**src/hw/rtl/plbr_pkg.sv**
```systemverilog
`timescale 1ns / 1ps
// ----------------------------------------------------------------------------
// plbr_pkg
// Shared constants for the PWM line bit receiver: config indices, widths,
// reset values.
// ----------------------------------------------------------------------------
package plbr_pkg;

  localparam int unsigned CFG_IDX_W  = 2;
  localparam int unsigned CFG_DATA_W = 24;
  localparam int unsigned HALF_W     = 16;
  localparam int unsigned TMO_W      = 24;
  localparam int unsigned BYTE_W     = 8;
  localparam int unsigned BITPOS_W   = 3;

  localparam logic [CFG_IDX_W-1:0] CFG_ACTIVE_LEVEL = 2'd0;
  localparam logic [CFG_IDX_W-1:0] CFG_HALF_BIT     = 2'd1;
  localparam logic [CFG_IDX_W-1:0] CFG_TIMEOUT      = 2'd2;

  localparam logic              ACTIVE_LEVEL_RST = 1'b1;
  localparam logic [HALF_W-1:0] HALF_BIT_RST     = 16'd12;
  localparam logic [TMO_W-1:0]  TIMEOUT_RST      = 24'd500000;

  localparam logic [BITPOS_W-1:0] BITPOS_MSB = 3'd7;
  localparam logic [BITPOS_W-1:0] BITPOS_LSB = 3'd0;

endpackage

```
**src/hw/rtl/plbr_if.sv**
```systemverilog
`timescale 1ns / 1ps
// ----------------------------------------------------------------------------
// plbr_in_if / plbr_out_if
// Valid/ready channels for line samples and received bytes.
// ----------------------------------------------------------------------------
interface plbr_in_if;
  logic valid;
  logic ready;
  logic line_level;

  modport source (output valid, output line_level, input ready);
  modport sink (input valid, input line_level, output ready);
endinterface

interface plbr_out_if;
  logic       valid;
  logic       ready;
  logic [7:0] rx_byte;
  logic       sync_lost;

  modport source (output valid, output rx_byte, output sync_lost, input ready);
  modport sink (input valid, input rx_byte, input sync_lost, output ready);
endinterface

```
**src/hw/rtl/pwm_line_bit_receiver.sv**
```systemverilog
`timescale 1ns / 1ps
// ----------------------------------------------------------------------------
// pwm_line_bit_receiver
// Path: sample register, then result register.
// Throughput: one sample per cycle while the result side keeps up; the
//   sample register advances whenever the result register is free or taken.
// Reset: asynchronous, active low; clears control state and loads register
//   defaults, counter saturated, line taken as inactive.
// ----------------------------------------------------------------------------
module pwm_line_bit_receiver #(
  parameter int unsigned TICK_COUNT_WIDTH = 24
) (
  input  logic                             clk_i,
  input  logic                             rst_ni,
  input  logic                             cfg_we_i,
  input  logic [plbr_pkg::CFG_IDX_W-1:0]   cfg_idx_i,
  input  logic [plbr_pkg::CFG_DATA_W-1:0]  cfg_wdata_i,
  plbr_in_if.sink                          sample_i,
  plbr_out_if.source                       result_o
);
  import plbr_pkg::*;

  localparam int unsigned CntW = TICK_COUNT_WIDTH;
  localparam int unsigned CmpW = (CntW > TMO_W) ? CntW : TMO_W;

  // config
  logic              active_level_q;
  logic [HALF_W-1:0] half_bit_q;
  logic [TMO_W-1:0]  timeout_q;

  // sample stage
  logic s1_valid_q, s1_valid_d;
  logic s1_level_q;
  logic s1_fire, in_ready;

  // receiver state
  logic                was_active_q, was_active_d;
  logic [CntW-1:0]     elapsed_q, elapsed_d;
  logic [BYTE_W-1:0]   partial_q, partial_d;
  logic [BITPOS_W-1:0] bitpos_q, bitpos_d;
  logic                tflag_q, tflag_d;

  // result stage
  logic              out_valid_q, out_valid_d;
  logic [BYTE_W-1:0] out_byte_q, out_byte_d;
  logic              out_lost_q, out_lost_d;

  logic              active, rise, fall, bit_one, byte_done, timeout_hit;
  logic [BYTE_W-1:0] partial_set;

  assign s1_fire  = s1_valid_q && (!out_valid_q || result_o.ready);
  assign in_ready = !s1_valid_q || s1_fire;
  assign sample_i.ready = in_ready;

  always_ff @(posedge clk_i or negedge rst_ni) begin
    if (!rst_ni) begin
      active_level_q <= ACTIVE_LEVEL_RST;
      half_bit_q     <= HALF_BIT_RST;
      timeout_q      <= TIMEOUT_RST;
    end else if (cfg_we_i) begin
      case (cfg_idx_i)
        CFG_ACTIVE_LEVEL: active_level_q <= cfg_wdata_i[0];
        CFG_HALF_BIT:     half_bit_q     <= cfg_wdata_i[HALF_W-1:0];
        CFG_TIMEOUT:      timeout_q      <= cfg_wdata_i[TMO_W-1:0];
        default: ;
      endcase
    end
  end

  always_comb begin
    active    = (s1_level_q == active_level_q);
    rise      = active && !was_active_q;
    fall      = !active && was_active_q;

    if (rise) begin
      elapsed_d = '0;
    end else if (elapsed_q != {CntW{1'b1}}) begin
      elapsed_d = elapsed_q + CntW'(1);
    end else begin
      elapsed_d = elapsed_q;
    end
    tflag_d = rise ? 1'b0 : tflag_q;

    bit_one = elapsed_d > CntW'(half_bit_q);
    partial_set = partial_q;
    partial_set[bitpos_q] = bit_one;

    byte_done   = fall && (bitpos_q == BITPOS_LSB);
    timeout_hit = !byte_done && !tflag_d && (CmpW'(elapsed_d) > CmpW'(timeout_q));

    partial_d    = fall ? partial_set : partial_q;
    bitpos_d     = fall ? (bitpos_q - BITPOS_W'(1)) : bitpos_q;
    was_active_d = active;
    out_byte_d   = partial_set;
    out_lost_d   = 1'b0;

    if (byte_done) begin
      partial_d = '0;
      bitpos_d  = BITPOS_MSB;
    end else if (timeout_hit) begin
      partial_d  = '0;
      bitpos_d   = BITPOS_MSB;
      tflag_d    = 1'b1;
      out_byte_d = '0;
      out_lost_d = 1'b1;
    end

    s1_valid_d  = (sample_i.valid && in_ready) ? 1'b1 : (s1_fire ? 1'b0 : s1_valid_q);
    out_valid_d = s1_fire ? (byte_done || timeout_hit) : (out_valid_q && !result_o.ready);
  end

  always_ff @(posedge clk_i or negedge rst_ni) begin
    if (!rst_ni) begin
      s1_valid_q   <= 1'b0;
      out_valid_q  <= 1'b0;
      was_active_q <= 1'b0;
      elapsed_q    <= {CntW{1'b1}};
      partial_q    <= '0;
      bitpos_q     <= BITPOS_MSB;
      tflag_q      <= 1'b1;
    end else begin
      s1_valid_q  <= s1_valid_d;
      out_valid_q <= out_valid_d;
      if (s1_fire) begin
        was_active_q <= was_active_d;
        elapsed_q    <= elapsed_d;
        partial_q    <= partial_d;
        bitpos_q     <= bitpos_d;
        tflag_q      <= tflag_d;
      end
    end
  end

  always_ff @(posedge clk_i) begin
    if (sample_i.valid && in_ready) begin
      s1_level_q <= sample_i.line_level;
    end
    if (s1_fire && (byte_done || timeout_hit)) begin
      out_byte_q <= out_byte_d;
      out_lost_q <= out_lost_d;
    end
  end

  assign result_o.valid     = out_valid_q;
  assign result_o.rx_byte   = out_byte_q;
  assign result_o.sync_lost = out_lost_q;

`ifndef SYNTHESIS
  a_loss_byte_zero: assert property (@(posedge clk_i) disable iff (!rst_ni)
    (out_valid_q && out_lost_q) |-> (out_byte_q == '0))
    else $error("sync loss transfer carries nonzero byte");

  a_stall_holds_sample: assert property (@(posedge clk_i) disable iff (!rst_ni)
    !in_ready |-> (s1_valid_q && out_valid_q && !result_o.ready))
    else $error("sample side stalled without a blocked result");

  a_loss_resets_byte: assert property (@(posedge clk_i) disable iff (!rst_ni)
    (s1_fire && timeout_hit) |=> (tflag_q && bitpos_q == BITPOS_MSB && partial_q == '0))
    else $error("sync loss did not discard partial byte");
`endif

endmodule

```
**src/flat_wrapper.sv**
```systemverilog
// flat-port wrapper written by rule: the top's interface ports become plain ports
module pwm_line_bit_receiver_flat import plbr_pkg::*;
#(
  parameter int unsigned TICK_COUNT_WIDTH = 24
)
  (clk_i, rst_ni, cfg_we_i, cfg_idx_i, cfg_wdata_i, sample_i_valid, sample_i_line_level, sample_i_ready, result_o_valid, result_o_rx_byte, result_o_sync_lost, result_o_ready);
  plbr_in_if sample_i_i ();
  plbr_out_if result_o_i ();
  input  logic clk_i;
  input  logic rst_ni;
  input  logic cfg_we_i;
  input  logic [plbr_pkg::CFG_IDX_W-1:0] cfg_idx_i;
  input  logic [plbr_pkg::CFG_DATA_W-1:0] cfg_wdata_i;
  input wire logic [$bits(sample_i_i.valid)-1:0] sample_i_valid;
  input wire logic [$bits(sample_i_i.line_level)-1:0] sample_i_line_level;
  output wire logic [$bits(sample_i_i.ready)-1:0] sample_i_ready;
  output wire logic [$bits(result_o_i.valid)-1:0] result_o_valid;
  output wire logic [$bits(result_o_i.rx_byte)-1:0] result_o_rx_byte;
  output wire logic [$bits(result_o_i.sync_lost)-1:0] result_o_sync_lost;
  input wire logic [$bits(result_o_i.ready)-1:0] result_o_ready;
  assign sample_i_i.valid = sample_i_valid;
  assign sample_i_i.line_level = sample_i_line_level;
  assign sample_i_ready = sample_i_i.ready;
  assign result_o_valid = result_o_i.valid;
  assign result_o_rx_byte = result_o_i.rx_byte;
  assign result_o_sync_lost = result_o_i.sync_lost;
  assign result_o_i.ready = result_o_ready;
  pwm_line_bit_receiver #(.TICK_COUNT_WIDTH(TICK_COUNT_WIDTH)) u_core (.clk_i(clk_i), .rst_ni(rst_ni), .cfg_we_i(cfg_we_i), .cfg_idx_i(cfg_idx_i), .cfg_wdata_i(cfg_wdata_i), .sample_i(sample_i_i), .result_o(result_o_i));
endmodule
```
**config.mk**
```make
export PLATFORM = sky130hd
export DESIGN_NAME = pwm_line_bit_receiver_flat
export DESIGN_NICKNAME = d
export VERILOG_FILES = /design/src/hw/rtl/plbr_pkg.sv /design/src/hw/rtl/plbr_if.sv /design/src/hw/rtl/pwm_line_bit_receiver.sv /design/src/flat_wrapper.sv
export SDC_FILE = /design/constraint.sdc
export NUM_CORES = 1
export LEC_CHECK = 0
export BUFFER_PORTS_ARGS = -buffer_cell sky130_fd_sc_hd__buf_2
export CORE_MARGIN = 1.5
export CORE_UTILIZATION = 28
export DETAILED_ROUTE_END_ITERATION = 7
export PLACE_DENSITY_LB_ADDON = 0.15
export SLEW_MARGIN = 20
export SYNTH_ARGS = -nofsm -noshare
export SYNTH_HDL_FRONTEND = slang
export SYNTH_SLANG_ARGS = --single-unit
```
**constraint.sdc**
```tcl
create_clock -name clk_i -period 6.6 [get_ports clk_i]
set_input_delay 0.33 -clock clk_i [delete_from_list [all_inputs] [get_ports clk_i]]
set_output_delay 0.33 -clock clk_i [all_outputs]
set_load 0.01 [all_outputs]
```
# [Word level (Yosys, flattened, before mapping)]
# Index checks and enable logic that the tools add are counted.
[totals] register_bits=90 input_bits=32 out_inout_bits=11 wordCells=71
[classes] n_addsub=2 n_lt_le_gt_ge=4 eq_ne=4 muxes=20 reduce_logical=28
[op_table] cell="$mux 24" n=2
[op_table] cell="$mux 8" n=5
[op_table] cell="$add 24x1->24 const B" n=1
[op_table] cell="$gt 24x16->1" n=1
[op_table] cell="$gt 24x24->1" n=1
[op_table] cell="$ne 24x24->1 const B" n=1
[op_table] cell="$logic_and 1x1->1" n=10
[op_table] cell="$mux 3" n=3
[op_table] cell="$bwmux 8" n=1
[op_table] cell="$mux 1" n=8
[op_table] cell="$reduce_and 2->1" n=4
[op_table] cell="$logic_not 1->1" n=7
[op_table] cell="$lt 3x4->1 const B" n=1
[op_table] cell="$demux 1 s3" n=1
[op_table] cell="$ge 3x1->1 const B" n=1
[op_table] cell="$logic_not 3->1" n=1
[op_table] cell="$logic_or 1x1->1" n=3
[op_table] cell="$reduce_bool 3->1" n=1
[op_table] cell="$sub 3x1->3 const B" n=1
[op_table] cell="$eq 2x1->1 const B" n=1
[op_table] cell="$eq 2x2->1 const B" n=1
[op_table] cell="$logic_not 2->1" n=1
[op_table] cell="$reduce_bool 2->1" n=1
[op_table] cell="$eq 1x1->1" n=1

# [Logic depth before layout (Yosys ltp)]
# Gate-level depths: netlist of run 1.
[depth] word_depth=9 depth_mapped=19 depth_no_buf=17

# [Worst setup path after synthesis of run 1]
# Ideal clock, no wire load.
[synth_timing] kind="reg2reg" start="register u_core.elapsed_q[5]" end="register u_core.out_byte_q[0] (netlist: u_core.result_o.rx_byte[0]) (enable)" setup_ns=0.374 arrival_ns=4.461 required_ns=6.226 setup_slack_ns=1.765 path_stages_with_launch=15 path_buffers=1 synth_period_minus_slack_ns=4.835 cell_sequence="dfstp_2 > nand3_1 > or4_4 > or4b_1 > and3_1 > nor2_1 > ha_1 > nand4_1 > or2_2 > or3_1 > or4_1 > a211oi_2 > buf_2 > nor2_1 > nor2_1"
[synth_via] elab_chain_cells=7 elab_cells_between_ends=8 classes_between="1 x add/sub; 1 x order compare; 1 x eq/ne; 2 x mux; 3 x reduce/logical"
[synth_rtl] element="from (decl)" line_no="pwm_line_bit_receiver.sv:38" text="logic [CntW-1:0] elapsed_q, elapsed_d;"
[synth_rtl] element="from (signal assigned)" line_no="pwm_line_bit_receiver.sv:117" text="elapsed_q <= {CntW{1'b1}};"
[synth_rtl] element="from (signal assigned)" line_no="pwm_line_bit_receiver.sv:126" text="elapsed_q <= elapsed_d;"
[synth_rtl] element="$add 24x1->24 / $ne 24x24->1 (equally long branches)" line_no="pwm_line_bit_receiver.sv:78, pwm_line_bit_receiver.sv:77"
[synth_rtl] element="$mux 24 *" line_no="pwm_line_bit_receiver.sv:77" text="end else if (elapsed_q != {CntW{1'b1}}) begin"
[synth_rtl] element="$mux 24 *" line_no="pwm_line_bit_receiver.sv:75" text="if (rise) begin"
[synth_rtl] element="via u_core.elapsed_d[23]" line_no="pwm_line_bit_receiver.sv:38"
[synth_rtl] element="$gt 24x24->1 *" line_no="pwm_line_bit_receiver.sv:89" text="timeout_hit = !byte_done && !tflag_d && (CmpW'(elapsed_d) > CmpW'(timeout_q));"
[synth_rtl] element="$logic_and 1x1->1 *" line_no="pwm_line_bit_receiver.sv:89"
[synth_rtl] element="$logic_or 1x1->1 *" line_no="pwm_line_bit_receiver.sv:138" text="if (s1_fire && (byte_done || timeout_hit)) begin"
[synth_rtl] element="$logic_and 1x1->1 *" line_no="pwm_line_bit_receiver.sv:138"
[synth_rtl] element="to (signal assigned)" line_no="pwm_line_bit_receiver.sv:139" text="out_byte_q <= out_byte_d;"
[synth_rtl] element="to (decl)" line_no="pwm_line_bit_receiver.sv:45" text="logic [BYTE_W-1:0] out_byte_q, out_byte_d;"
# Mark *: on every way through the listed nets, which the timed path passes. The rest lies on a longest branch.
# A chain may end at the register's enable or synchronous reset.

# [Final worst setup path of run 1]
[layout_timing] start="register u_core.elapsed_q[5]" end="register u_core.out_byte_q[2] (netlist: u_core.result_o.rx_byte[2]) (enable)"
# Same word-level chain as after synthesis.

==> results of run 1 <==
-- layer usage --
metal | vias up | share of wire, % | track usage (%)
li1 | 2106 | - | -
met1 | 2010 | 49 | 18.33
met2 | 53 | 47 | 22.09
met3 | 12 | 2.9 | 1.987
met4 | 0 | 1.5 | 4.834
met5 | - | 0 | 0
-- worst reg2reg max path, stage by stage (launching register included) --
cell and delay [ns]:
dfstp_2 0.57, nand3_1 0.23, or3_1 0.48, a2111oi_0 0.72, xnor2_1 0.19, nor2_1 0.10
ha_1 0.32, nand3_1 0.07, or2_2 0.30, or3_1 0.43, or4_1 0.47, a211oi_2 0.69
nor2_1 0.13, nor2_1 0.59
-- area by class of cell --
type	instances	area [um2]	area share, %
multi-input combinational	411	2938	45.76
sequential	90	2350	36.60
tap	265	331.6	5.165
timing repair buffer	46	246.5	3.839
clock buffer	9	225.2	3.508
inverter	50	187.7	2.923
clock inverter	7	141.4	2.202
-- logic make-up after synthesis --
family	share of synthesized area, %
muxes	9.414
and+or+nand+nor	17.70
xor gates and xnor gates	2.988
buffers and inverters	5.100
adders and majority gates	9.436
AOI/OAI and AO/OA	13.17
DFF	42.19
-- power groups by stage --
stage | Sequential, W | Combinational, W | Clock, W
3_5_place_dp | 0.000727 | 0.000407 | 0
4_1_cts | 0.000718 | 0.000409 | 0.000655
5_1_grt | 0.000729 | 0.000465 | 0.000680
6_report | 0.000717 | 0.000402 | 0.000637
2_1_floorplan | 0.000704 | 0.000305 | 0
3_3_place_gp | 0.000724 | 0.000401 | 0
-- worst min-delay path by stage --
stage | start | to | slack, ns
final | rst_ni | u_core.partial_q[1] | 0.005
after global routing | rst_ni | u_core.timeout_q[20] | 0.10
after CTS | sample_i_line_level | u_core.s1_level_q | 0.15
after detailed placement | u_core.elapsed_q[1] | u_core.elapsed_q[1] | 0.47
after global placement | u_core.elapsed_q[22] | u_core.elapsed_q[22] | 0.47
after floorplan | rst_ni | u_core.half_bit_q[0] | 0.03
-- synth_stat cells, types with 2 or more instances --
master | count | area (um2)
nand2_1 | 73 | 274.0
inv_1 | 50 | 187.7
nor2_1 | 49 | 183.9
mux2_2 | 43 | 484.2
dfrtp_1 | 42 | 1051
ha_1 | 42 | 525.5
dfstp_2 | 38 | 998.5
clkbuf_1 | 16 | 60.06
a21oi_1 | 15 | 75.07
nand4_1 | 15 | 93.84
nand3_1 | 14 | 70.07
nor3_1 | 14 | 70.07
o31ai_1 | 13 | 97.59
o21ai_0 | 12 | 60.06
o21a_1 | 11 | 82.58
a211oi_1 | 10 | 75.07
edfxtp_1 | 10 | 300.3
xor2_1 | 10 | 87.58
xnor2_1 | 9 | 78.83
o2bb2ai_2 | 8 | 120.1
nor4_1 | 7 | 43.79
a21o_1 | 5 | 37.54
and3_1 | 5 | 31.28
o21ai_1 | 5 | 25.02
or3_1 | 5 | 31.28
mux2i_1 | 4 | 40.04
nand2b_1 | 3 | 18.77
nand3b_1 | 3 | 22.52
or4_1 | 3 | 22.52
a2111oi_0 | 2 | 17.52
a211o_1 | 2 | 17.52
a31oi_1 | 2 | 12.51
and2_1 | 2 | 12.51
buf_2 | 2 | 10.01
buf_6 | 2 | 22.52
nor2b_1 | 2 | 12.51
nor3b_1 | 2 | 15.01
or2_2 | 2 | 12.51
or4_4 | 2 | 22.52
-- metrics by stage --
step	worst slack, ns	util [%]
floorplan	1.765	-
global placement	1.148	31.08
detailed placement	0.9700	31.08
CTS	0.9306	32.97
global route	0.5593	32.99
finish	0.9373	32.99
-- registers in the layout, summed over array words and instances (netlist names) --
name,cells
u_core.s1_valid_q,1
u_core.result_o.valid,1
u_core.bitpos_q,3
u_core.result_o.sync_lost,1
u_core.was_active_q,1
u_core.active_level_q,1
u_core.partial_q,8
u_core.tflag_q,1
u_core.elapsed_q,24
u_core.timeout_q,24
u_core.half_bit_q,16
u_core.result_o.rx_byte,8
u_core.s1_level_q,1
-- layout by cell type (no fill, tap or decap), drive strengths merged, types with 15 or more instances in the layout --
cell type  count
nor2          49
a21oi         15
nand4         16
inv           50
mux2          43
nand2         73
ha            42
o21ai         17
dfrtp         42
dfstp         38
buf           46
==> impl_results.rst, run 1 <==
.. list-table::
   :header-rows: 1

   * - Metric
     - Value
   * - Part of the total power dissipated in the clock network
     - 36.3%
   * - GR Overflow Total
     - 0
   * - Total via count in the routed design
     - 4,181
   * - Actual slew at the worst max-slew pin
     - 0.9519 ns
   * - Core region area
     - 19,460 um2
   * - Inserted Diodes
     - 0
   * - Launching element type of the critical path
     - flip-flop
   * - Termination of the worst setup path
     - u_core.result_o.rx_byte[2]
   * - Max-slew violation count
     - 0
   * - Endpoint of the most critical register-to-register path
     - u_core.result_o.rx_byte[2]
   * - Avg Vias per Cell
     - 4.762
   * - Number of top-level design ports
     - 43
   * - Sum of buffers and inverters on the critical path
     - 0
   * - Instance count after placement with tap cells included
     - 862
   * - Critical path class
     - flip-flop to flip-flop
   * - Die X
     - 144.0 um
   * - Standard-cell row count
     - 51
   * - Library cell used as clock root buffer
     - clkbuf_16
   * - Fill count
     - 2,025
   * - Layout Cell Area excl Fill
     - 6420 um2
   * - Total routing usage reported by global routing
     - 13.58%
   * - Number of gates given a new drive strength after cts
     - 0
   * - Leakage component of the power
     - 2.771 nW
   * - Peak supply drop
     - 151.6 uV
   * - Fraction of the yosys area taken by sequential cells
     - 42.19%
   * - Clock latency at the later pin of the worst-skew pair
     - 0.35 ns
   * - Maximum clock frequency
     - 0.1766 GHz
   * - Req. time, crit path
     - 6.58 ns
   * - CTS tree
     - built
   * - Max-cap viol count
     - 0
   * - Final number of setup-violating endpoints
     - 0
   * - Average footprint of a synthesized cell
     - 9.736 um2
   * - Sum of routed wire length over all layers
     - 13,180 um
   * - Max Clock Skew
     - 0.01261 ns
   * - Cell area reported after detailed placement
     - 6050 um2
   * - Syn nets
     - 646
   * - Number of flops mapped to enable cells by yosys
     - 10
   * - Gate power share
     - 22.9%
   * - Layout Nets
     - 682
   * - Detail-routed net length per standard cell
     - 15.01 um
   * - Normalized max-slew margin
     - 36.54%
   * - Final estimated routing congestion in global placement
     - 0.8341
   * - Half-perimeter wire length after detailed placement
     - 9684 um
   * - Accumulated negative setup slack
     - 0 ns
   * - Initial standard-cell utilization of the core
     - 28.61%
   * - Int Pwr
     - 0.001229 W
   * - Number of post-CTS setup repair buffers
     - 0
   * - Kind of end point of the critical path
     - flip-flop
   * - Area growth from synthesis to layout
     - 15.28%
   * - Number of H-tree branching levels
     - 3
   * - Chip Height
     - 144.0 um
   * - Count of warnings emitted by yosys
     - 0
   * - CTS hold repair buffers
     - 0
   * - Sinks on Clock Net
     - 90
   * - Layout cells sized above 1
     - 25.77%
   * - Share of synthesized registers carrying an async set or reset
     - 88.89%
   * - DRC violation count after routing
     - 0
   * - Antenna viol nets, final
     - 0
   * - Total CTS buffers
     - 9
   * - Proportion of total power due to net switching
     - 30.03%
   * - TritonRoute pass-1 iters
     - 6
   * - Cell seen most often among critical-path stages
     - nor2_1
   * - First-pass GRT wire length
     - 21,730 um
   * - Area of the mapped netlist
     - 5569 um2
   * - Net Switching
     - 0.0005274 W
   * - Vias in the first global route
     - 4,237
   * - Worst-case reg-to-reg path depth
     - 13
   * - Crit-path cells
     - nand3_1 -> or3_1 -> a2111oi_0 -> xnor2_1 -> nor2_1 -> ha_1 -> nand3_1 -> or2_2 -> or3_1 -> or4_1 -> a211oi_2 -> nor2_1 -> nor2_1
   * - Fin crit share
     - 85.80%
   * - Clock-pin slew of the registers on the worst-case setup and hold paths
     - 0.07 ns
   * - First element of the critical path
     - u_core.elapsed_q[5]
   * - FF+latch count, synth
     - 90
   * - Flop pwr share
     - 40.8%
   * - R2R Setup Slk
     - 0.94 ns
   * - Outcome
     - completed
   * - Synth Flop Type
     - dfrtp_1
   * - Number of port buffers
     - 42
   * - Slowest stage cell, crit path
     - a2111oi_0
   * - Hold Slack
     - 0.005092 ns
   * - R2R Path Start
     - u_core.elapsed_q[5]
   * - Maximum fanout count along the critical path
     - 13
   * - Mapped Cells
     - 572
   * - Cell Pwr Density
     - 273.5 nW/um2
   * - Class of the worst hold path
     - primary input to asynchronous set/reset pin
   * - Unrepaired setup endpoints after global routing
     - false
   * - Total Die Area
     - 20,740 um2
   * - Initial antenna violation count
     - 0
   * - Clock tree buffer depth
     - 2
   * - Total power of the final layout
     - 0.001756 W
   * - Kind of cell adding the most delay to the critical path
     - simple AND/OR/NAND/NOR gates
   * - Levels on crit path
     - 13
   * - Maximum number of pins on one net before global-route repair
     - 81
   * - Hold Fails Final Rpt
     - 0
   * - Longest individual stage delay on the worst path
     - 0.72 ns
   * - Tmin final
     - 5.663 ns
   * - Unique masters post-synth
     - 57
   * - Post-route insts no fill
     - 878
   * - CP arrival
     - 5.64 ns
   * - Initial detailed-routing violation count
     - 237
(Power assumes the default switching activity.)
==> inputs of run 2 (changes only) <==
--- a/config.mk
+++ b/config.mk
@@ -6,9 +6,11 @@
 export NUM_CORES = 1
 export LEC_CHECK = 0
 export BUFFER_PORTS_ARGS = -buffer_cell sky130_fd_sc_hd__buf_2
+export CORE_ASPECT_RATIO = 1.2
 export CORE_MARGIN = 1.5
 export CORE_UTILIZATION = 28
 export DETAILED_ROUTE_END_ITERATION = 7
+export GPL_TIMING_DRIVEN = 0
 export PLACE_DENSITY_LB_ADDON = 0.15
 export SLEW_MARGIN = 20
 export SYNTH_ARGS = -nofsm -noshare
==> impl_results.rst, run 2 (synthesis gave the netlist of run 1 again) <==
.. list-table::
   :header-rows: 1

   * - Metric
     - Value
   * - Biggest registers after layout
     - u_core.elapsed_q x24, u_core.timeout_q x24, u_core.half_bit_q x16
   * - CTS tree
     - built
   * - Total area of multi-input combinational cells
     - 2935 um2 (about the same)
   * - Top library cells by usage in the layout, fill and taps aside
     - nand2_1 (73), inv_1 (50), nor2_1 (49), mux2_2 (43), buf_2 (43)
   * - Number of post-CTS setup repair buffers
     - 0 (unchanged)
   * - Int Pwr
     - 0.001119 W (-8.9%)
   * - Proportion of total power due to net switching
     - 32.24% (+2.2 points)
   * - Detail-routed net length per standard cell
     - 15.45 um (+3.0%)
   * - Core region area
     - 19,550 um2 (+0.44%)
   * - Net Switching
     - 0.0005324 W (+0.95%)
   * - Peak supply drop
     - 113.8 uV (-25%)
   * - Normalized max-slew margin
     - 46.72% (+10 points)
   * - Kind of end point of the critical path
     - flip-flop
   * - CP arrival
     - 5.70 ns (+0.06 ns)
   * - Endpoint of the most critical register-to-register path
     - u_core.result_o.rx_byte[0]
   * - Gate power share
     - 25.1% (+2.2 points)
   * - Hold Fails Final Rpt
     - 0 (unchanged)
   * - Worst-case reg-to-reg path depth
     - 16 (+3)
   * - Sum of routed wire length over all layers
     - 13,800 um (+4.7%)
   * - Req. time, crit path
     - 6.58 ns (about the same)
   * - R2R Setup Slk
     - 0.88 ns (-0.06 ns)
   * - Antenna viol nets, final
     - 0 (unchanged)
   * - Max Clock Skew
     - 0.007437 ns (-0.005176 ns)
   * - Setup WS pre-CTS
     - 0.8559 ns (-0.1141 ns)
   * - Initial standard-cell utilization of the core
     - 28.49% (-0.13 points)
   * - Inserted Diodes
     - 0 (unchanged)
   * - Number of H-tree branching levels
     - 3 (unchanged)
   * - Initial antenna violation count
     - 0 (unchanged)
   * - TritonRoute pass-1 iters
     - 4 (-2)
   * - Sinks on Clock Net
     - 90 (unchanged)
   * - Die X
     - 131.7 um (-8.5%)
   * - Total via count in the routed design
     - 4,352 (+4.1%)
   * - GR Overflow Total
     - 0 (unchanged)
   * - Maximum clock frequency
     - 0.1747 GHz (-1.1%)
   * - Routing layer with the top usage in global route
     - met2
   * - Global-route track usage on met3
     - 1.997% (+0.010 points)
   * - Flop pwr share
     - 43.0% (+2.2 points)
   * - Maximum fanout count along the critical path
     - 10 (-3)
   * - Accumulated negative setup slack
     - 0 ns (unchanged)
   * - Global-route track usage on met2
     - 26.59% (+4.5 points)
   * - Fill count
     - 2,036 (+0.54%)
   * - Actual slew at the worst max-slew pin
     - 0.7963 ns (-0.1556 ns)
   * - Total power of the final layout
     - 0.001651 W (-6.0%)
   * - Tmin final
     - 5.723 ns (+0.06080 ns)
   * - First element of the critical path
     - u_core.elapsed_q[1]
   * - Fraction of met1 tracks used by global routing
     - 15.88% (-2.4 points)
   * - Initial detailed-routing violation count
     - 142 (-40%)
   * - Unrepaired setup endpoints after global routing
     - false
   * - Commonest non-fill, non-tap cell in the layout
     - nand2_1
   * - Total Die Area
     - 20,750 um2 (about the same)
   * - Max-slew violation count
     - 0 (unchanged)
   * - DRC violation count after routing
     - 0 (unchanged)
   * - Layout cells sized above 1
     - 24.84% (-0.93 points)
   * - First-pass GRT wire length
     - 22,960 um (+5.7%)
   * - Library cell used as clock root buffer
     - clkbuf_16
   * - Area growth from synthesis to layout
     - 15.61%
   * - Outcome
     - completed
   * - Layout Nets
     - 701 (+2.8%)
   * - R2R Path Start
     - u_core.elapsed_q[1]
   * - Number of port buffers
     - 42 (unchanged)
   * - Maximum number of pins on one net before global-route repair
     - 44 (-46%)
   * - Setup slack after layout
     - 0.8765 ns (-0.06080 ns)
   * - Max-cap viol count
     - 0 (unchanged)
   * - Final estimated routing congestion in global placement
     - 0.8695 (+4.2%)
   * - Critical path class
     - flip-flop to flip-flop
   * - Vias in the first global route
     - 4,517 (+6.6%)
   * - Launching element type of the critical path
     - flip-flop
   * - Chip Height
     - 157.5 um (+9.3%)
   * - Leakage component of the power
     - 2.778 nW (+0.26%)
   * - CTS hold repair buffers
     - 1 (+1)
   * - Avg Vias per Cell
     - 4.873 (+2.3%)
   * - Final number of setup-violating endpoints
     - 0 (unchanged)
   * - Clock-pin slew of the registers on the worst-case setup and hold paths
     - 0.07 ns (about the same)
   * - Half-perimeter wire length after detailed placement
     - 10,710 um (+11%)
   * - Standard-cell row count
     - 56 (+9.8%)
   * - Number of gates given a new drive strength after cts
     - 0 (unchanged)
   * - Total CTS buffers
     - 9 (unchanged)
   * - Part of the total power dissipated in the clock network
     - 31.8% (-4.5 points)
   * - Termination of the worst setup path
     - u_core.result_o.rx_byte[0]
   * - Clock tree buffer depth
     - 2 (unchanged)
   * - Number of top-level design ports
     - 43 (unchanged)
   * - FF+latch area
     - 2350 um2 (unchanged)
   * - Clock latency at the later pin of the worst-skew pair
     - 0.35 ns (about the same)
   * - Fin crit share
     - 86.72% (+0.92 points)
   * - Total routing usage reported by global routing
     - 14.10% (+0.52 points)
   * - Class of the worst hold path
     - primary input to flip-flop
   * - Cell Pwr Density
     - 256.4 nW/um2 (-6.3%)
[run 2: cell count changes in the layout (fill, tap and decap cells not counted), sizes merged]
cell and change:
dlygate4sd3 +1, clkbuf +17, bufinv -3, buf +2, inv +3, clkinv -1
[run 2: cell type report]
| class | instances | share of cell area (%) |
|---|---|---|
| buffer | 21 | 1.496 |
| clock buffer | 10 | 3.556 |
| clock inverter | 6 | 0.9911 |
| inverter | 50 | 2.915 |
| multi-input combinational | 411 | 45.59 |
| sequential | 90 | 36.49 |
| tap | 261 | 5.072 |
| timing repair buffer | 44 | 3.887 |
[run 2: how the worst min path moves through the flow]
stage                          from                   end  slack, ns  depth (start not counted)
5_1_grt         sample_i_line_level     u_core.s1_level_q       0.15                          1
3_5_place_dp                 rst_ni     u_core.s1_valid_q       0.34                          1
3_3_place_gp   u_core.elapsed_q[22]  u_core.elapsed_q[22]       0.47                          2
6_report        sample_i_line_level     u_core.s1_level_q       0.16                          1
4_1_cts         sample_i_line_level     u_core.s1_level_q       0.15                          1
2_1_floorplan                rst_ni  u_core.half_bit_q[0]       0.03                          0
[run 2: power groups by stage]
stage	clock (W)	combinational (W)	sequential [W]
floorplan	0	0.000305	0.000704
global placement	0	0.000404	0.000719
detailed placement	0	0.000419	0.000722
CTS	0.000544	0.000422	0.000712
global route	0.000570	0.000477	0.000724
finish	0.000526	0.000415	0.000711
[run 2: layer usage]
layer | vias to the layer above | routed length [um]
met5 | - | 0
met4 | 0 | 318
met3 | 21 | 397
met2 | 86 | 7139
met1 | 2102 | 5942
li1 | 2143 | -
[run 2: stage by stage]
step	cells	cell area [um2]	hold slack, ns	utilization, %
after floorplan	572	5569	0.03441	-
after global routing	893	6439	0.1489	32.94
after CTS	893	6439	0.1496	32.94
after global placement	875	6106	0.4691	31.23
final	893	6439	0.1609	32.94
after detailed placement	876	6136	0.3417	31.39
[run 2: worst max-delay path: stages, from the launching register on]
cell      delay [ns]
dfstp_2         0.57
ha_1            0.22
nand4_1         0.21
or4_1           0.66
nor3_1          0.32
nor2_1          0.18
nand4_1         0.15
xor2_1          0.22
nor2_1          0.10
ha_1            0.32
nand4_1         0.11
or3_1           0.38
or4_1           0.51
a211oi_2        0.37
buf_2           0.31
nor2_1          0.10
nor2_1          0.62
==> inputs of run 3 (changes only) <==
--- a/config.mk
+++ b/config.mk
@@ -11,7 +11,7 @@
 export CORE_UTILIZATION = 28
 export DETAILED_ROUTE_END_ITERATION = 7
 export GPL_TIMING_DRIVEN = 0
-export PLACE_DENSITY_LB_ADDON = 0.15
+export PLACE_DENSITY = 0.46
 export SLEW_MARGIN = 20
 export SYNTH_ARGS = -nofsm -noshare
 export SYNTH_HDL_FRONTEND = slang
==> impl_results.rst, run 3 (synthesis gave the netlist of run 1 again) <==
.. list-table::
   :header-rows: 1

   * - Metric
     - Value
   * - Standard-cell row count
     - 56 (unchanged)
   * - Clock tree buffer depth
     - 2 (unchanged)
   * - Detail-routed net length per standard cell
     - 15.34 um (-0.70%)
   * - Core region area
     - 19,550 um2 (unchanged)
   * - Hold Slack
     - 0.1628 ns (+0.001920 ns)
   * - Clock latency at the later pin of the worst-skew pair
     - 0.35 ns (about the same)
   * - Launching element type of the critical path
     - flip-flop
   * - Top library cells by usage in the layout, fill and taps aside
     - nand2_1 (73), inv_1 (50), nor2_1 (49), mux2_2 (43), buf_2 (43)
   * - Outcome
     - completed
   * - Kind of end point of the critical path
     - flip-flop
   * - Leakage component of the power
     - 2.775 nW (-0.10%)
   * - Maximum fanout count along the critical path
     - 10 (unchanged)
   * - Unrepaired setup endpoints after global routing
     - false
   * - FF+latch area
     - 2350 um2 (unchanged)
   * - Antenna viol nets, final
     - 0 (unchanged)
   * - Accumulated negative setup slack
     - 0 ns (unchanged)
   * - Maximum number of pins on one net before global-route repair
     - 45 (+2.3%)
   * - Actual slew at the worst max-slew pin
     - 0.7971 ns (+0.0008278 ns)
   * - Class of the worst hold path
     - primary input to flip-flop
   * - Maximum clock frequency
     - 0.1750 GHz (+0.14%)
   * - Chip Height
     - 157.5 um (unchanged)
   * - DRC violation count after routing
     - 0 (unchanged)
   * - Total area of multi-input combinational cells
     - 2935 um2 (unchanged)
   * - Number of gates given a new drive strength after cts
     - 0 (unchanged)
   * - Peak supply drop
     - 137.8 uV (+21%)
   * - Number of port buffers
     - 42 (unchanged)
   * - Tmin final
     - 5.715 ns (-0.008019 ns)
   * - Fill count
     - 2,035 (-0.049%)
   * - Inserted Diodes
     - 0 (unchanged)
   * - Critical path class
     - flip-flop to flip-flop
   * - First-pass GRT wire length
     - 22,550 um (-1.8%)
   * - Vias in the first global route
     - 4,403 (-2.5%)
   * - Area growth from synthesis to layout
     - 15.61% (unchanged)
   * - Req. time, crit path
     - 6.58 ns (about the same)
   * - Clock-pin slew of the registers on the worst-case setup and hold paths
     - 0.06 ns (about the same)
   * - Biggest registers after layout
     - u_core.elapsed_q x24, u_core.timeout_q x24, u_core.half_bit_q x16
   * - Setup WS pre-CTS
     - 0.8479 ns (-0.007984 ns)
   * - Layout Utilization
     - 32.94% (unchanged)
   * - Commonest non-fill, non-tap cell in the layout
     - nand2_1
   * - Sum of routed wire length over all layers
     - 13,700 um (-0.70%)
   * - Max Clock Skew
     - 0.006452 ns (-0.0009842 ns)
   * - Layout cells sized above 1
     - 24.68% (-0.16 points)
   * - Total routing usage reported by global routing
     - 13.94% (-0.16 points)
   * - Library cell used as clock root buffer
     - clkbuf_16
   * - Number of H-tree branching levels
     - 3 (unchanged)
   * - Sinks on Clock Net
     - 90 (unchanged)
   * - GR Overflow Total
     - 0 (unchanged)
   * - Final estimated routing congestion in global placement
     - 0.8799 (+1.2%)
   * - Initial antenna violation count
     - 0 (unchanged)
   * - CP arrival
     - 5.70 ns (about the same)
   * - Layout Nets
     - 701 (unchanged)
   * - Fin crit share
     - 86.60% (-0.12 points)
   * - Number of top-level design ports
     - 43 (unchanged)
   * - Total Die Area
     - 20,750 um2 (unchanged)
   * - TritonRoute pass-1 iters
     - 4 (unchanged)
   * - Total via count in the routed design
     - 4,361 (+0.21%)
   * - Half-perimeter wire length after detailed placement
     - 10,580 um (-1.2%)
   * - Initial detailed-routing violation count
     - 193 (+36%)
   * - CTS tree
     - built
   * - Hold Fails Final Rpt
     - 0 (unchanged)
   * - Max-cap viol count
     - 0 (unchanged)
   * - Total power of the final layout
     - 0.001637 W (-0.86%)
   * - Avg Vias per Cell
     - 4.884 (+0.21%)
   * - Setup slack after layout
     - 0.8846 ns (+0.008019 ns)
   * - Cell Pwr Density
     - 254.2 nW/um2 (-0.86%)
   * - Total CTS buffers
     - 9 (unchanged)
   * - Die X
     - 131.7 um (unchanged)
   * - Normalized max-slew margin
     - 46.66% (-0.055 points)
   * - Max-slew violation count
     - 0 (unchanged)
   * - Initial standard-cell utilization of the core
     - 28.49% (unchanged)
   * - Final number of setup-violating endpoints
     - 0 (unchanged)
-- run 3: final cells by class --
| class | count | share of cell area (%) |
|---|---|---|
| multi-input cells | 411 | 45.59 |
| clock buffers | 13 | 4.217 |
| clock inverters | 3 | 0.3304 |
| well taps | 261 | 5.072 |
| inverters | 50 | 2.915 |
| plain buffers | 21 | 1.496 |
| repair buffers | 44 | 3.887 |
| flip-flops and latches | 90 | 36.49 |
-- run 3: worst max-delay path, stage by stage (launching register included) --
cell,delay (ns)
dfstp_2,0.58
nand3_1,0.25
nor4_1,0.68
a41oi_1,0.21
a311oi_1,0.56
ha_1,0.25
nand4_1,0.15
or2_2,0.37
or3_1,0.39
or4_1,0.50
a211oi_2,0.39
buf_2,0.31
nor2_1,0.09
nor2_1,0.61
-- run 3: where the power goes --
group	switching (W)	total, W	internal (W)
sequential	0.0000527	0.000711	0.000658
clock	0.000223	0.000512	0.000289
combinational	0.000248	0.000414	0.000166
total	0.000524	0.00164	0.00111
-- run 3: path summary, 6_finish.rpt --
check	from	end	slack, ns	cells after the start
min reg2reg	u_core.elapsed_q[22]	u_core.elapsed_q[22]	0.49	2
max in group asynchronous	rst_ni	u_core.elapsed_q[23]	5.44	3
min in group asynchronous	rst_ni	u_core.s1_valid_q	0.51	2
min	sample_i_line_level	u_core.s1_level_q	0.16	1
max	u_core.elapsed_q[5]	u_core.result_o.rx_byte[2]	0.88	13
max reg2reg	u_core.elapsed_q[5]	u_core.result_o.rx_byte[2]	0.88	13
-- run 3: routing by layer --
metal	up-vias	global-route usage [%]	share of wire, %
li1	2152	-	-
met1	2111	15.93	43
met2	75	25.36	52
met3	23	2.061	2.7
met4	0	7.090	3.1
met5	-	0	0
-- run 3: per-stage QoR --
stage	std cells	cell area [um2]
after detailed placement	876	6136
final	893	6439
after global placement	875	6106
after CTS	893	6439
after floorplan	572	5569
after global routing	893	6439
-- run 3: what timing repair did --
action,CTS,global route
hold buffers,1,0
buffers inserted,0,0
endpoints found under the hold margin,24,0
